### src/sv/rlp_hdr_pkg.sv
// Package for the RLP header length decoder.
// Field widths, prefix class boundaries and the result beat type.
// No dependencies.
package rlp_hdr_pkg;

  localparam int unsigned DATA_W      = 8;
  localparam int unsigned LENGTH_W    = 32;
  localparam int unsigned HDR_SIZE_W  = 3;
  localparam int unsigned LEN_LEFT_W  = 3;

  // Prefix class boundaries.
  localparam logic [DATA_W-1:0] SINGLE_MAX      = 8'h7f;
  localparam logic [DATA_W-1:0] SHORT_STR_BASE  = 8'h80;
  localparam logic [DATA_W-1:0] SHORT_STR_MAX   = 8'hb7;
  localparam logic [DATA_W-1:0] LONG_STR_MAX    = 8'hbb;
  localparam logic [DATA_W-1:0] STR_MAX         = 8'hbf;
  localparam logic [DATA_W-1:0] SHORT_LIST_BASE = 8'hc0;
  localparam logic [DATA_W-1:0] SHORT_LIST_MAX  = 8'hf7;
  localparam logic [DATA_W-1:0] LONG_LIST_MAX   = 8'hfb;

  typedef enum logic {
    STATUS_OK       = 1'b0,
    STATUS_TOO_LONG = 1'b1
  } status_t;

  typedef struct packed {
    logic [LENGTH_W-1:0]   field_length;
    logic [HDR_SIZE_W-1:0] header_size;
    logic                  is_list;
    status_t               status;
  } result_t;

endpackage

### src/sv/rlp_hdr_in_if.sv
// Input byte channel of the RLP header length decoder.
// Valid/ready handshake with data_byte and field_start; uses rlp_hdr_pkg.
interface rlp_hdr_in_if
  import rlp_hdr_pkg::*;
();
  logic              valid;
  logic              ready;
  logic [DATA_W-1:0] data_byte;
  logic              field_start;

  modport source (output valid, output data_byte, output field_start, input ready);
  modport sink (input valid, input data_byte, input field_start, output ready);
endinterface

### src/sv/rlp_hdr_out_if.sv
// Result channel of the RLP header length decoder.
// Valid/ready handshake with the decoded header fields; uses rlp_hdr_pkg.
interface rlp_hdr_out_if
  import rlp_hdr_pkg::*;
();
  logic                  valid;
  logic                  ready;
  logic [LENGTH_W-1:0]   field_length;
  logic [HDR_SIZE_W-1:0] header_size;
  logic                  is_list;
  logic                  status;

  modport source (
    output valid, output field_length, output header_size, output is_list,
    output status, input ready
  );
  modport sink (
    input valid, input field_length, input header_size, input is_list,
    input status, output ready
  );
endinterface

### src/sv/rlp_header_length_decoder.sv
// RLP header length decoder: classifies prefix bytes and collects long lengths.
// Depends on rlp_hdr_pkg, rlp_hdr_in_if and rlp_hdr_out_if.
//
// Usage: bytes of an RLP stream enter on byte_stream, one per beat, with
// field_start set on the prefix byte of each field. Decoded headers leave on
// result: field length, header size, list flag and status. A single-value,
// short or too-long prefix gives a result beat by itself; a long string or
// list gives its beat on the last of its 1 to 4 length bytes. Payload bytes
// (no start flag, nothing being collected) give no beat. A start flag during
// collection drops the partial header.
// Throughput: one byte per cycle while result is not stalled. A byte is
// registered in the input register, then decoded against the header state,
// and its result is registered in the result register, from which the
// result beat is taken.
// Reset (rst, synchronous) empties both register stages and clears the header
// state. When the receiver stalls, the result register holds its beat; if
// the input register is empty it takes one more byte, then byte_stream.ready drops.
module rlp_header_length_decoder
  import rlp_hdr_pkg::*;
(
  input  logic          clk,
  input  logic          rst,
  rlp_hdr_in_if.sink    byte_stream,
  rlp_hdr_out_if.source result
);

  // Input register
  logic              in_valid;
  logic [DATA_W-1:0] in_byte;
  logic              in_start;

  // Header state
  logic                  collecting;
  logic [LEN_LEFT_W-1:0] length_bytes_left;
  logic [LENGTH_W-1:0]   length_accumulator;
  logic [HDR_SIZE_W-1:0] pending_header_size;
  logic                  pending_is_list;

  // Result register
  logic    out_valid;
  result_t out_beat;

  logic advance;
  logic step;

  logic                  collecting_next;
  logic [LEN_LEFT_W-1:0] length_bytes_left_next;
  logic [LENGTH_W-1:0]   length_accumulator_next;
  logic [HDR_SIZE_W-1:0] pending_header_size_next;
  logic                  pending_is_list_next;
  logic                  emit;
  result_t               beat_next;
  logic [LEN_LEFT_W-1:0] len_count;

  assign advance           = !out_valid || result.ready;
  assign step              = in_valid && advance;
  assign byte_stream.ready = !in_valid || advance;

  assign len_count = {1'b0, in_byte[1:0]} + LEN_LEFT_W'(1);

  always_comb begin
    collecting_next          = collecting;
    length_bytes_left_next   = length_bytes_left;
    length_accumulator_next  = length_accumulator;
    pending_header_size_next = pending_header_size;
    pending_is_list_next     = pending_is_list;
    emit                     = 1'b0;
    beat_next.field_length   = '0;
    beat_next.header_size    = '0;
    beat_next.is_list        = 1'b0;
    beat_next.status         = STATUS_OK;
    if (in_start) begin
      collecting_next         = 1'b0;
      length_bytes_left_next  = '0;
      length_accumulator_next = '0;
      emit                    = 1'b1;
      priority if (in_byte <= SINGLE_MAX) begin
        beat_next.field_length = LENGTH_W'(1);
      end else if (in_byte <= SHORT_STR_MAX) begin
        beat_next.field_length = LENGTH_W'(in_byte - SHORT_STR_BASE);
        beat_next.header_size  = HDR_SIZE_W'(1);
      end else if (in_byte <= LONG_STR_MAX ||
                   (in_byte > SHORT_LIST_MAX && in_byte <= LONG_LIST_MAX)) begin
        emit                     = 1'b0;
        collecting_next          = 1'b1;
        length_bytes_left_next   = len_count;
        pending_header_size_next = len_count + HDR_SIZE_W'(1);
        pending_is_list_next     = in_byte > SHORT_LIST_MAX;
      end else if (in_byte <= STR_MAX) begin
        beat_next.status = STATUS_TOO_LONG;
      end else if (in_byte <= SHORT_LIST_MAX) begin
        beat_next.field_length = LENGTH_W'(in_byte - SHORT_LIST_BASE);
        beat_next.header_size  = HDR_SIZE_W'(1);
        beat_next.is_list      = 1'b1;
      end else begin
        beat_next.is_list = 1'b1;
        beat_next.status  = STATUS_TOO_LONG;
      end
    end else if (collecting) begin
      length_accumulator_next = {length_accumulator[LENGTH_W-DATA_W-1:0], in_byte};
      length_bytes_left_next  = length_bytes_left - LEN_LEFT_W'(1);
      if (length_bytes_left_next == '0) begin
        collecting_next        = 1'b0;
        emit                   = 1'b1;
        beat_next.field_length = length_accumulator_next;
        beat_next.header_size  = pending_header_size;
        beat_next.is_list      = pending_is_list;
      end
    end
  end

  always_ff @(posedge clk) begin
    if (rst) begin
      in_valid            <= 1'b0;
      out_valid           <= 1'b0;
      collecting          <= 1'b0;
      length_bytes_left   <= '0;
      length_accumulator  <= '0;
      pending_header_size <= '0;
      pending_is_list     <= 1'b0;
    end else begin
      if (byte_stream.ready) begin
        in_valid <= byte_stream.valid;
      end
      if (advance) begin
        out_valid <= step && emit;
      end
      if (step) begin
        collecting          <= collecting_next;
        length_bytes_left   <= length_bytes_left_next;
        length_accumulator  <= length_accumulator_next;
        pending_header_size <= pending_header_size_next;
        pending_is_list     <= pending_is_list_next;
      end
    end
  end

  always_ff @(posedge clk) begin
    if (byte_stream.ready && byte_stream.valid) begin
      in_byte  <= byte_stream.data_byte;
      in_start <= byte_stream.field_start;
    end
    if (step && emit) begin
      out_beat <= beat_next;
    end
  end

  assign result.valid        = out_valid;
  assign result.field_length = out_beat.field_length;
  assign result.header_size  = out_beat.header_size;
  assign result.is_list      = out_beat.is_list;
  assign result.status       = out_beat.status;

endmodule
### src/flat_wrapper.sv
// flat-port wrapper written by rule: the top's interface ports become plain ports
module rlp_header_length_decoder_flat import rlp_hdr_pkg::*;
  (clk, rst, byte_stream_valid, byte_stream_data_byte, byte_stream_field_start, byte_stream_ready, result_valid, result_field_length, result_header_size, result_is_list, result_status, result_ready);
  rlp_hdr_in_if byte_stream_i ();
  rlp_hdr_out_if result_i ();
  input  logic clk;
  input  logic rst;
  input wire logic [$bits(byte_stream_i.valid)-1:0] byte_stream_valid;
  input wire logic [$bits(byte_stream_i.data_byte)-1:0] byte_stream_data_byte;
  input wire logic [$bits(byte_stream_i.field_start)-1:0] byte_stream_field_start;
  output wire logic [$bits(byte_stream_i.ready)-1:0] byte_stream_ready;
  output wire logic [$bits(result_i.valid)-1:0] result_valid;
  output wire logic [$bits(result_i.field_length)-1:0] result_field_length;
  output wire logic [$bits(result_i.header_size)-1:0] result_header_size;
  output wire logic [$bits(result_i.is_list)-1:0] result_is_list;
  output wire logic [$bits(result_i.status)-1:0] result_status;
  input wire logic [$bits(result_i.ready)-1:0] result_ready;
  assign byte_stream_i.valid = byte_stream_valid;
  assign byte_stream_i.data_byte = byte_stream_data_byte;
  assign byte_stream_i.field_start = byte_stream_field_start;
  assign byte_stream_ready = byte_stream_i.ready;
  assign result_valid = result_i.valid;
  assign result_field_length = result_i.field_length;
  assign result_header_size = result_i.header_size;
  assign result_is_list = result_i.is_list;
  assign result_status = result_i.status;
  assign result_i.ready = result_ready;
  rlp_header_length_decoder u_core (.clk(clk), .rst(rst), .byte_stream(byte_stream_i), .result(result_i));
endmodule
### config.mk
export PLATFORM = sky130hd
export DESIGN_NAME = rlp_header_length_decoder_flat
export DESIGN_NICKNAME = d
export VERILOG_FILES = /design/src/sv/rlp_hdr_pkg.sv /design/src/sv/rlp_hdr_in_if.sv /design/src/sv/rlp_hdr_out_if.sv /design/src/sv/rlp_header_length_decoder.sv /design/src/flat_wrapper.sv
export SDC_FILE = /design/constraint.sdc
export NUM_CORES = 1
export LEC_CHECK = 0
export BUFFER_PORTS_ARGS = -buffer_cell sky130_fd_sc_hd__buf_2
export CAP_MARGIN = 25
export CORE_ASPECT_RATIO = 0.7
export CORE_UTILIZATION = 45
export CTS_BUF_LIST = sky130_fd_sc_hd__clkbuf_8
export CTS_CLUSTER_DIAMETER = 50
export DETAILED_ROUTE_END_ITERATION = 10
export PLACE_DENSITY = 0.73
export RECOVER_POWER = 25
export SETUP_SLACK_MARGIN = 0.15
export SYNTH_ARGS = -nofsm -noshare
export SYNTH_HDL_FRONTEND = slang
export SYNTH_SLANG_ARGS = --single-unit
### constraint.sdc
create_clock -name clk -period 5.1 [get_ports clk]
set_input_delay 0.51 -clock clk [delete_from_list [all_inputs] [get_ports clk]]
set_output_delay 0.51 -clock clk [all_outputs]
set_load 0.05 [all_outputs]
==> results of run 1 <==
## sequential cells by signal, summed over array words and instances (netlist names)
signal and flops:
u_core.in_valid 1, u_core.result.valid 1, u_core.pending_is_list 1, u_core.in_start 1, u_core.result.header_size 3, u_core.collecting 1
u_core.in_byte 8, u_core.result.field_length 32, u_core.length_accumulator 24, u_core.result.is_list 1, u_core.pending_header_size 3, u_core.result.status 1
u_core.length_bytes_left 3
## critical path: stages, from the launching register on
cell and delay, ns:
edfxtp_1 0.50, inv_1 0.11, ha_1 0.15, nand3_1 0.11, o211ai_1 0.52, nor3_1 0.16, nor3_2 0.58, buf_4 0.47
## final timing paths
path / slack, ns / end / cells after the start
max reg2reg: 2.14 / u_core.result.field_length[17] / 7
min reg2reg: 0.45 / u_core.length_accumulator[18] / 2
min: 0.33 / u_core.in_byte[4] / 1
max: 2.14 / u_core.result.field_length[17] / 7
## per-stage QoR
| stage | setup slack (ns) | hold WS, ns | cells |
|---|---|---|---|
| after floorplan | 0.676 | 0.427 | 285 |
| after global placement | 2.33 | 0.439 | 417 |
| after detailed placement | 2.19 | 0.446 | 417 |
| after CTS | 2.17 | 0.310 | 433 |
| after global routing | 1.91 | 0.298 | 433 |
| final | 2.14 | 0.325 | 433 |
## cell usage in the layout, fill, tap and decap left out, types with 6 or more instances in the layout
cell type / netlist / layout
buf_2: 4 / 20
inv_1: 7 / 7
edfxtp_1: 46 / 46
nand2_1: 32 / 32
dfxtp_1: 34 / 34
a21oi_1: 31 / 31
nand3b_1: 21 / 21
clkbuf_8: 0 / 9
o21ai_0: 6 / 6
ha_1: 7 / 7
clkbuf_1: 11 / 31
and2_1: 32 / 32
## power breakdown
part | switching (mW) | internal, mW
combinational | 0.0695 | 0.0259
sequential | 0.0104 | 0.694
clock | 0.238 | 0.230
## metal layers
| metal | part of all wire (%) | vias up | wire length, um |
|---|---|---|---|
| met5 | 0 | - | 0 |
| met4 | 1.1 | 0 | 76 |
| met3 | 7.2 | 6 | 493 |
| met2 | 41 | 91 | 2820 |
| met1 | 50 | 1082 | 3450 |
| li1 | - | 1129 | - |
## cells by family (layout without fill, tap and decap cells)
group,after synthesis,in the layout
xor+xnor,3,3
compound gates,61,61
buf+inv,24,78
flops,80,80
simple gates,110,110
fa+ha+maj,7,7
## layout make-up
type	count	area, um2	share of cell area, %
sequential	80	2060	54.3
inverter	8	30.0	0.791
multi-input combinational	181	1150	30.2
clock buffer	9	124	3.26
tap	94	118	3.10
timing repair buffer	54	239	6.29
clock inverter	7	78.8	2.08
==> results.yml, run 1 <==
cells_and_area:
  fin_nets: 354
  fillers: 599
  drive_gt1_share_pct: 13.9
  postLayoutCoreUtil_pct: 55.0
  syn2layout_area_growth_pct: 14.9
  antenna_cells: 0
  finalInstanceArea_um2: 3800
routing:
  viasPerCell: 5.33
  drt_pass1_iterations: 5
  drc: 0
  ant_nets: 0
  vias: 2308
  drt_iter0_drc: 179
  wl_per_cell_um: 15.8
  finalWirelength_um: 6840
synth:
  syn_nets: 305
  postSynthAreaPerCell_um2: 11.6
  synthesis.area_um2: 3310
  synth-seq-cells: 80
  syn_inst: 285
  yosys_warnings: 0
  synth_edf_count: 46
  yosysSeqAreaShare_pct: 62.4
  synthSimpleGateAreaFrac_pct: 19.3
  netlist-cell-type-count: 38
  async_flop_share_pct: 0
  synth_top_area_share_pct: 41.8
  synth_adder_area_share_pct: 2.65
  synth_compound_area_share_pct: 11.8
  yosysTopAreaCell: "edfxtp_1"
  ys.flop_type: "edfxtp_1"
  synth.most_common_cell: "edfxtp_1"
  synth_area_leaders: "edfxtp_1, dfxtp_1, and2_1, nand3b_1, a21oi_1"
  synth_xor_area_share_pct: 0.795
  synth_common_cells: "edfxtp_1, dfxtp_1, and2_1, nand2_1, a21oi_1"
  synth_top_family_by_area: "simple AND/OR/NAND/NOR gates"
  muxShareOfSynthArea_pct: 0
grt:
  grt_pass1_wl_um: 10900
  grt-busiest-layer: "met1"
  use_met2_pct: 26.5
  grt_remaining_overflow: 0
  grt_use_total_pct: 18.9
  use_met1_pct: 27.1
  grt_antenna_before_repair: 0
  grt_start_max_net_pins: 35
  use_met3_pct: 6.83
  grt_pass1_vias: 2134
clock_network:
  ctsHtreeMaxLevel: 3
  root_buffer: "clkbuf_8"
  postCtsResizedCells: 0
  clock_sinks: 80
  path_clk_slew_ns: 0.08
  cts-buffers-inserted: 9
  clockBufferDepth: 2
  cts_setup_buffers: 0
  clk_latency_ns: 0.36
  postCtsHoldBufs: 0
  cts_tree: "yes"
placed_design:
  place_area_um2: 3630
  gp_congestion: 0.852
  hpwl_um: 4590
  numPortBuffers: 51
timing:
  fin_worst_skew_ns: 0.00926
  period_needed_ns: 2.96
  rsz0062_at_grt: "no"
  setup_viol: 0
  worst_pin_slew_ns: 0.928
  drv_slew: 0
  hold_viol_final: 0
  tns_ns: 0
  clock.fmax_mhz: 338
  slew_headroom_pct: 38.1
  period_share_pct: 58.0
worst_setup_path:
  regToRegStartpoint: "u_core.in_byte[7]"
  crit_path_start_kind: "flop"
  cp_max_fo: 31
  crit_path_end_kind: "flop"
  worstSetupPathType: "flop to flop"
  critPathRequiredTime_ns: 5.11
  cp_data_arrival_time_ns: 2.97
  crit_path_start: "u_core.in_byte[7]"
worst_hold_path:
  holdCritStartpoint: "byte_stream_data_byte[4]"
  hold_class: "primary input to flop"
power:
  powerDensity_nw_per_um2: 334
  p_total_mw: 1.27
  p_leak_nw: 1.29
  ir_drop_mv: 0.131
die:
  die_area_um2: 7700
  pin_count: 52
  initial_core_util_pct: 47.8
  rows: 25
  die_w_um: 104
  core_um2: 6910
  dieHeight_um: 73.7
run:
  drv_cap: 0
outcome:
  outcome: "completed"
No activity file was read; power rests on OpenSTA's default activity.
==> run 2: changes to the inputs <==
clock period = 3.1 ns   (was 5.1 ns; I/O delays follow)
==> results.yml, run 2 (synthesized netlist as in run 1, its figures left out) <==
outcome:
  outcome: "completed"
worst_setup_path:
  slowest_delay_ns: 0.53
  crit_path_end_kind: "flop"
  crit_path_start_kind: "flop"
  critPathRequiredTime_ns: 3.14
  crit_chain: "ha_1 -> nand3_1 -> o211ai_1 -> nor3_1 -> nor3_4 -> buf_12"
  crit_path_start: "u_core.in_byte[0]"
  critical_path.top_delay_family: "simple AND/OR/NAND/NOR gates"
  cp_data_arrival_time_ns: 2.45
  cp_slowest_cell: "o211ai_1"
  cp_max_fo: 37
  path_buf_inv: 1
  worstSetupPathType: "flop to flop"
  regToRegStartpoint: "u_core.in_byte[0]"
timing:
  fin_worst_skew_ns: 0.0110
  period_share_pct: 77.9
  rsz0062_at_grt: "no"
  period_needed_ns: 2.41
  hold_viol_final: 0
  worst_pin_slew_ns: 0.633
  tns_ns: 0
  clock.fmax_mhz: 414
  setup_viol: 0
  drv_slew: 0
  slew_headroom_pct: 58.0
power:
  p_sw_mw: 0.527
  internal_power_mw: 1.48
  powerDensity_nw_per_um2: 530
  switching_share_pct: 26.2
  ir_drop_mv: 0.268
  clockPowerShare_pct: 34.6
  comb_power_share_pct: 7.8
  seqPwrFrac_pct: 57.6
  p_total_mw: 2.01
  p_leak_nw: 1.29
cells_and_area:
  final_cell_mix: "edfxtp_1, dfxtp_1, and2_1, nand2_1"
  drive_gt1_share_pct: 14.1
  finalInstanceArea_um2: 3800
  antenna_cells: 0
  syn2layout_area_growth_pct: 14.9
  largest_reg_flops: 32
  final_common_cell: "edfxtp_1"
  fin_nets: 355
  fillers: 633
  postLayoutCoreUtil_pct: 55.0
die:
  dieHeight_um: 73.7
  die_w_um: 104
  core_um2: 6910
  pin_count: 52
  rows: 25
  initial_core_util_pct: 47.8
  die_area_um2: 7700
routing:
  vias: 2308
  wl_per_cell_um: 15.1
  drt_iter0_drc: 170
  drt_pass1_iterations: 5
  finalWirelength_um: 6570
  ant_nets: 0
  viasPerCell: 5.32
  drc: 0
clock_network:
  cts_setup_buffers: 0
  root_buffer: "clkbuf_8"
  postCtsResizedCells: 0
  clk_latency_ns: 0.35
  postCtsHoldBufs: 0
  clock_sinks: 80
  path_clk_slew_ns: 0.08
  cts-buffers-inserted: 9
  clockBufferDepth: 2
  ctsHtreeMaxLevel: 3
  cts_tree: "yes"
grt:
  grt_start_max_net_pins: 38
  grt_pass1_wl_um: 10500
  grt_pass1_vias: 2038
  grt_antenna_before_repair: 0
  grt_use_total_pct: 18.0
  grt_remaining_overflow: 0
placed_design:
  numPortBuffers: 51
  place_area_um2: 3660
  hpwl_um: 4380
  gp_congestion: 0.856
worst_hold_path:
  hold_class: "primary input to flop"
  holdCritStartpoint: "byte_stream_data_byte[2]"
run:
  drv_cap: 0
==> run 2: cell count changes in the layout (fill, tap and decap cells not counted), sizes merged <==
| cell | change |
|---|---|
| buf | +1 |
| bufinv | -1 |
| clkinv | +1 |
| clkinvlp | -2 |
| inv | +2 |
==> run 2: final timing paths <==
check                           depth (start not counted)                       endpoint  slack (ns)
worst min register to register                          2  u_core.length_accumulator[23]        0.45
worst max-delay path                                    6  u_core.result.field_length[1]        0.69
worst max register to register                          6  u_core.result.field_length[1]        0.69
worst min-delay path                                    1              u_core.in_byte[2]        0.13
==> run 2: area by class of cell <==
cell class	instances	area [um2]	area share, %
flip-flops and latches	80	2060	54.3
repair buffers	55	259	6.82
inverters	8	30.0	0.791
clock inverters	7	52.6	1.38
clock buffers	9	124	3.26
multi-input cells	181	1150	30.4
well taps	94	118	3.10
==> run 2: power groups by stage <==
| stage | sequential [mW] | clock (mW) | combinational (mW) |
|---|---|---|---|
| after floorplan | 1.22 | 0 | 0.0785 |
| after global placement | 1.18 | 0 | 0.158 |
| after detailed placement | 1.18 | 0 | 0.158 |
| after CTS | 1.16 | 0.707 | 0.159 |
| after global routing | 1.16 | 0.745 | 0.170 |
| final | 1.16 | 0.695 | 0.157 |
==> run 2: per-stage QoR <==
stage,hold slack [ns],std cells,worst slack (ns)
final,0.133,434,0.685
after global routing,0.116,434,0.556
after CTS,0.120,434,0.744
after detailed placement,0.441,418,0.749
after global placement,0.436,418,0.852
after floorplan,0.409,285,0.324
==> run 2: layer usage <==
metal,global-route usage (%),up-vias,wire length (um)
li1,-,1135,-
met1,27.1,1084,3470
met2,24.7,82,2620
met3,5.50,7,424
met4,4.76,0,55
met5,0,-,0
==> run 3: changes to the inputs <==
PLACE_DENSITY = 0.75   (was 0.73)
clock period = 2.2 ns   (was 3.1 ns; I/O delays follow)
==> results.yml, run 3 (synthesized netlist as in run 1, its figures left out) <==
timing:
  slew_headroom_pct: 60.2
  drv_slew: 0
  tns_ns: 0
  setup_viol: 0
  clock.fmax_mhz: 467
  rsz0062_at_grt: "yes"
  hold_viol_final: 0
  period_share_pct: 97.2
  worst_pin_slew_ns: 0.599
  hold_slack_ns: 0.0337
  fin_worst_skew_ns: 0.00630
  period_needed_ns: 2.14
clock_network:
  ctsHtreeMaxLevel: 3
  clk_latency_ns: 0.36
  postCtsHoldBufs: 0
  cts-buffers-inserted: 9
  path_clk_slew_ns: 0.08
  clock_sinks: 80
  root_buffer: "clkbuf_8"
  cts_tree: "yes"
  clockBufferDepth: 2
power:
  clockPowerShare_pct: 35.6
  seqPwrFrac_pct: 54.8
  comb_power_share_pct: 9.6
  p_sw_mw: 0.751
  switching_share_pct: 25.2
  ir_drop_mv: 0.340
  internal_power_mw: 2.23
  p_total_mw: 2.98
  powerDensity_nw_per_um2: 723
  p_leak_nw: 1.43
cells_and_area:
  antenna_cells: 0
  syn2layout_area_growth_pct: 24.9
  regArea_um2: 2070
  finalInstanceArea_um2: 4130
  multiInputGateArea_um2: 1220
  largest_reg_flops: 32
  fin_cells: 459
  final_cell_mix: "edfxtp_1, dfxtp_1, and2_1, nand2_1"
  final_common_cell: "edfxtp_1"
  fin_nets: 380
  drive_gt1_share_pct: 23.6
  fillers: 603
grt:
  grt_use_total_pct: 19.5
  grt_antenna_before_repair: 0
  grt_pass1_wl_um: 11300
  grt_pass1_vias: 2160
  grt_start_max_net_pins: 27
  grt_remaining_overflow: 0
die:
  initial_core_util_pct: 47.8
  die_w_um: 104
  rows: 25
  die_area_um2: 7700
  pin_count: 52
  core_um2: 6910
  dieHeight_um: 73.7
worst_setup_path:
  cp_max_fo: 12
  worstSetupPathType: "flop to flop"
  crit_path_end_kind: "flop"
  critPathRequiredTime_ns: 2.27
  cp_data_arrival_time_ns: 2.21
  crit_path_start_kind: "flop"
outcome:
  outcome: "completed"
routing:
  finalWirelength_um: 7690
  vias: 2553
  viasPerCell: 5.56
  wl_per_cell_um: 16.8
  drt_pass1_iterations: 5
  drt_iter0_drc: 224
  ant_nets: 0
  drc: 0
placed_design:
  gp_congestion: 0.965
  numPortBuffers: 51
  place_area_um2: 3720
  hpwl_um: 4760
  placed_cells: 425
run:
  drv_cap: 0
worst_hold_path:
  hold_class: "primary input to flop"
run 3: cell types whose count changed in the layout (fill, tap and decap cells not counted), sizes merged:
cell | before | now
bufinv | 0 | 1
clkbuf | 40 | 42
clkinv | 2 | 5
buf | 24 | 47
inv | 12 | 8
run 3: worst paths after layout:
check	cells past startpoint	startpoint	endpoint	slack (ns)
worst max-delay path	8	u_core.in_byte[6]	u_core.result.field_length[29]	0.06
worst min-delay path	1	byte_stream_data_byte[7]	u_core.in_byte[7]	0.03
worst max register to register	8	u_core.in_byte[6]	u_core.result.field_length[29]	0.06
worst min register to register	2	u_core.length_accumulator[23]	u_core.length_accumulator[23]	0.45
run 3: repair_timing:
item                       in CTS  in global routing
cloned                          0                  2
setup endpoints to repair      37                 44
buffers inserted                3                 13
resized for setup               4                 17
pin swaps                       1                  4
run 3: metal layers:
layer  vias up  part of all wire, %  global-route usage (%)
met5         -                    0                       0
met4         0                  1.9                    6.83
met3        19                  9.3                    6.03
met2       137                   42                    27.5
met1      1214                   46                    28.0
li1       1183                    -                       -
run 3: cell type report:
| type | count | share of cell area (%) |
|---|---|---|
| tap | 94 | 2.85 |
| timing repair buffer | 80 | 12.2 |
| clock inverter | 7 | 1.76 |
| clock buffer | 9 | 3.00 |
| sequential | 80 | 50.0 |
| inverter | 8 | 0.727 |
| multi-input combinational | 181 | 29.5 |
run 3: worst max-delay path: stages, from the launching register on:
cell and delay [ns]:
edfxtp_1 0.47, inv_2 0.12, ha_2 0.23, and3_4 0.21, o211a_4 0.22, nor3_4 0.06
nor3_4 0.23, buf_6 0.17, buf_12 0.14
run 3: power groups by stage:
stage | clock (mW) | combinational (mW) | sequential, mW
after floorplan | 0 | 0.113 | 1.72
after global placement | 0 | 0.232 | 1.67
after detailed placement | 0 | 0.234 | 1.67
after CTS | 1.07 | 0.243 | 1.63
after global routing | 1.13 | 0.304 | 1.64
final | 1.06 | 0.287 | 1.63
run 3: per-stage QoR:
step | worst slack [ns] | utilization, %
after CTS | 0.184 | 57.2
after global routing | -0.000880 | 59.7
after floorplan | -0.418 | -
after detailed placement | 0.0290 | 53.9
final | 0.0606 | 59.7
after global placement | 0.0954 | 53.9
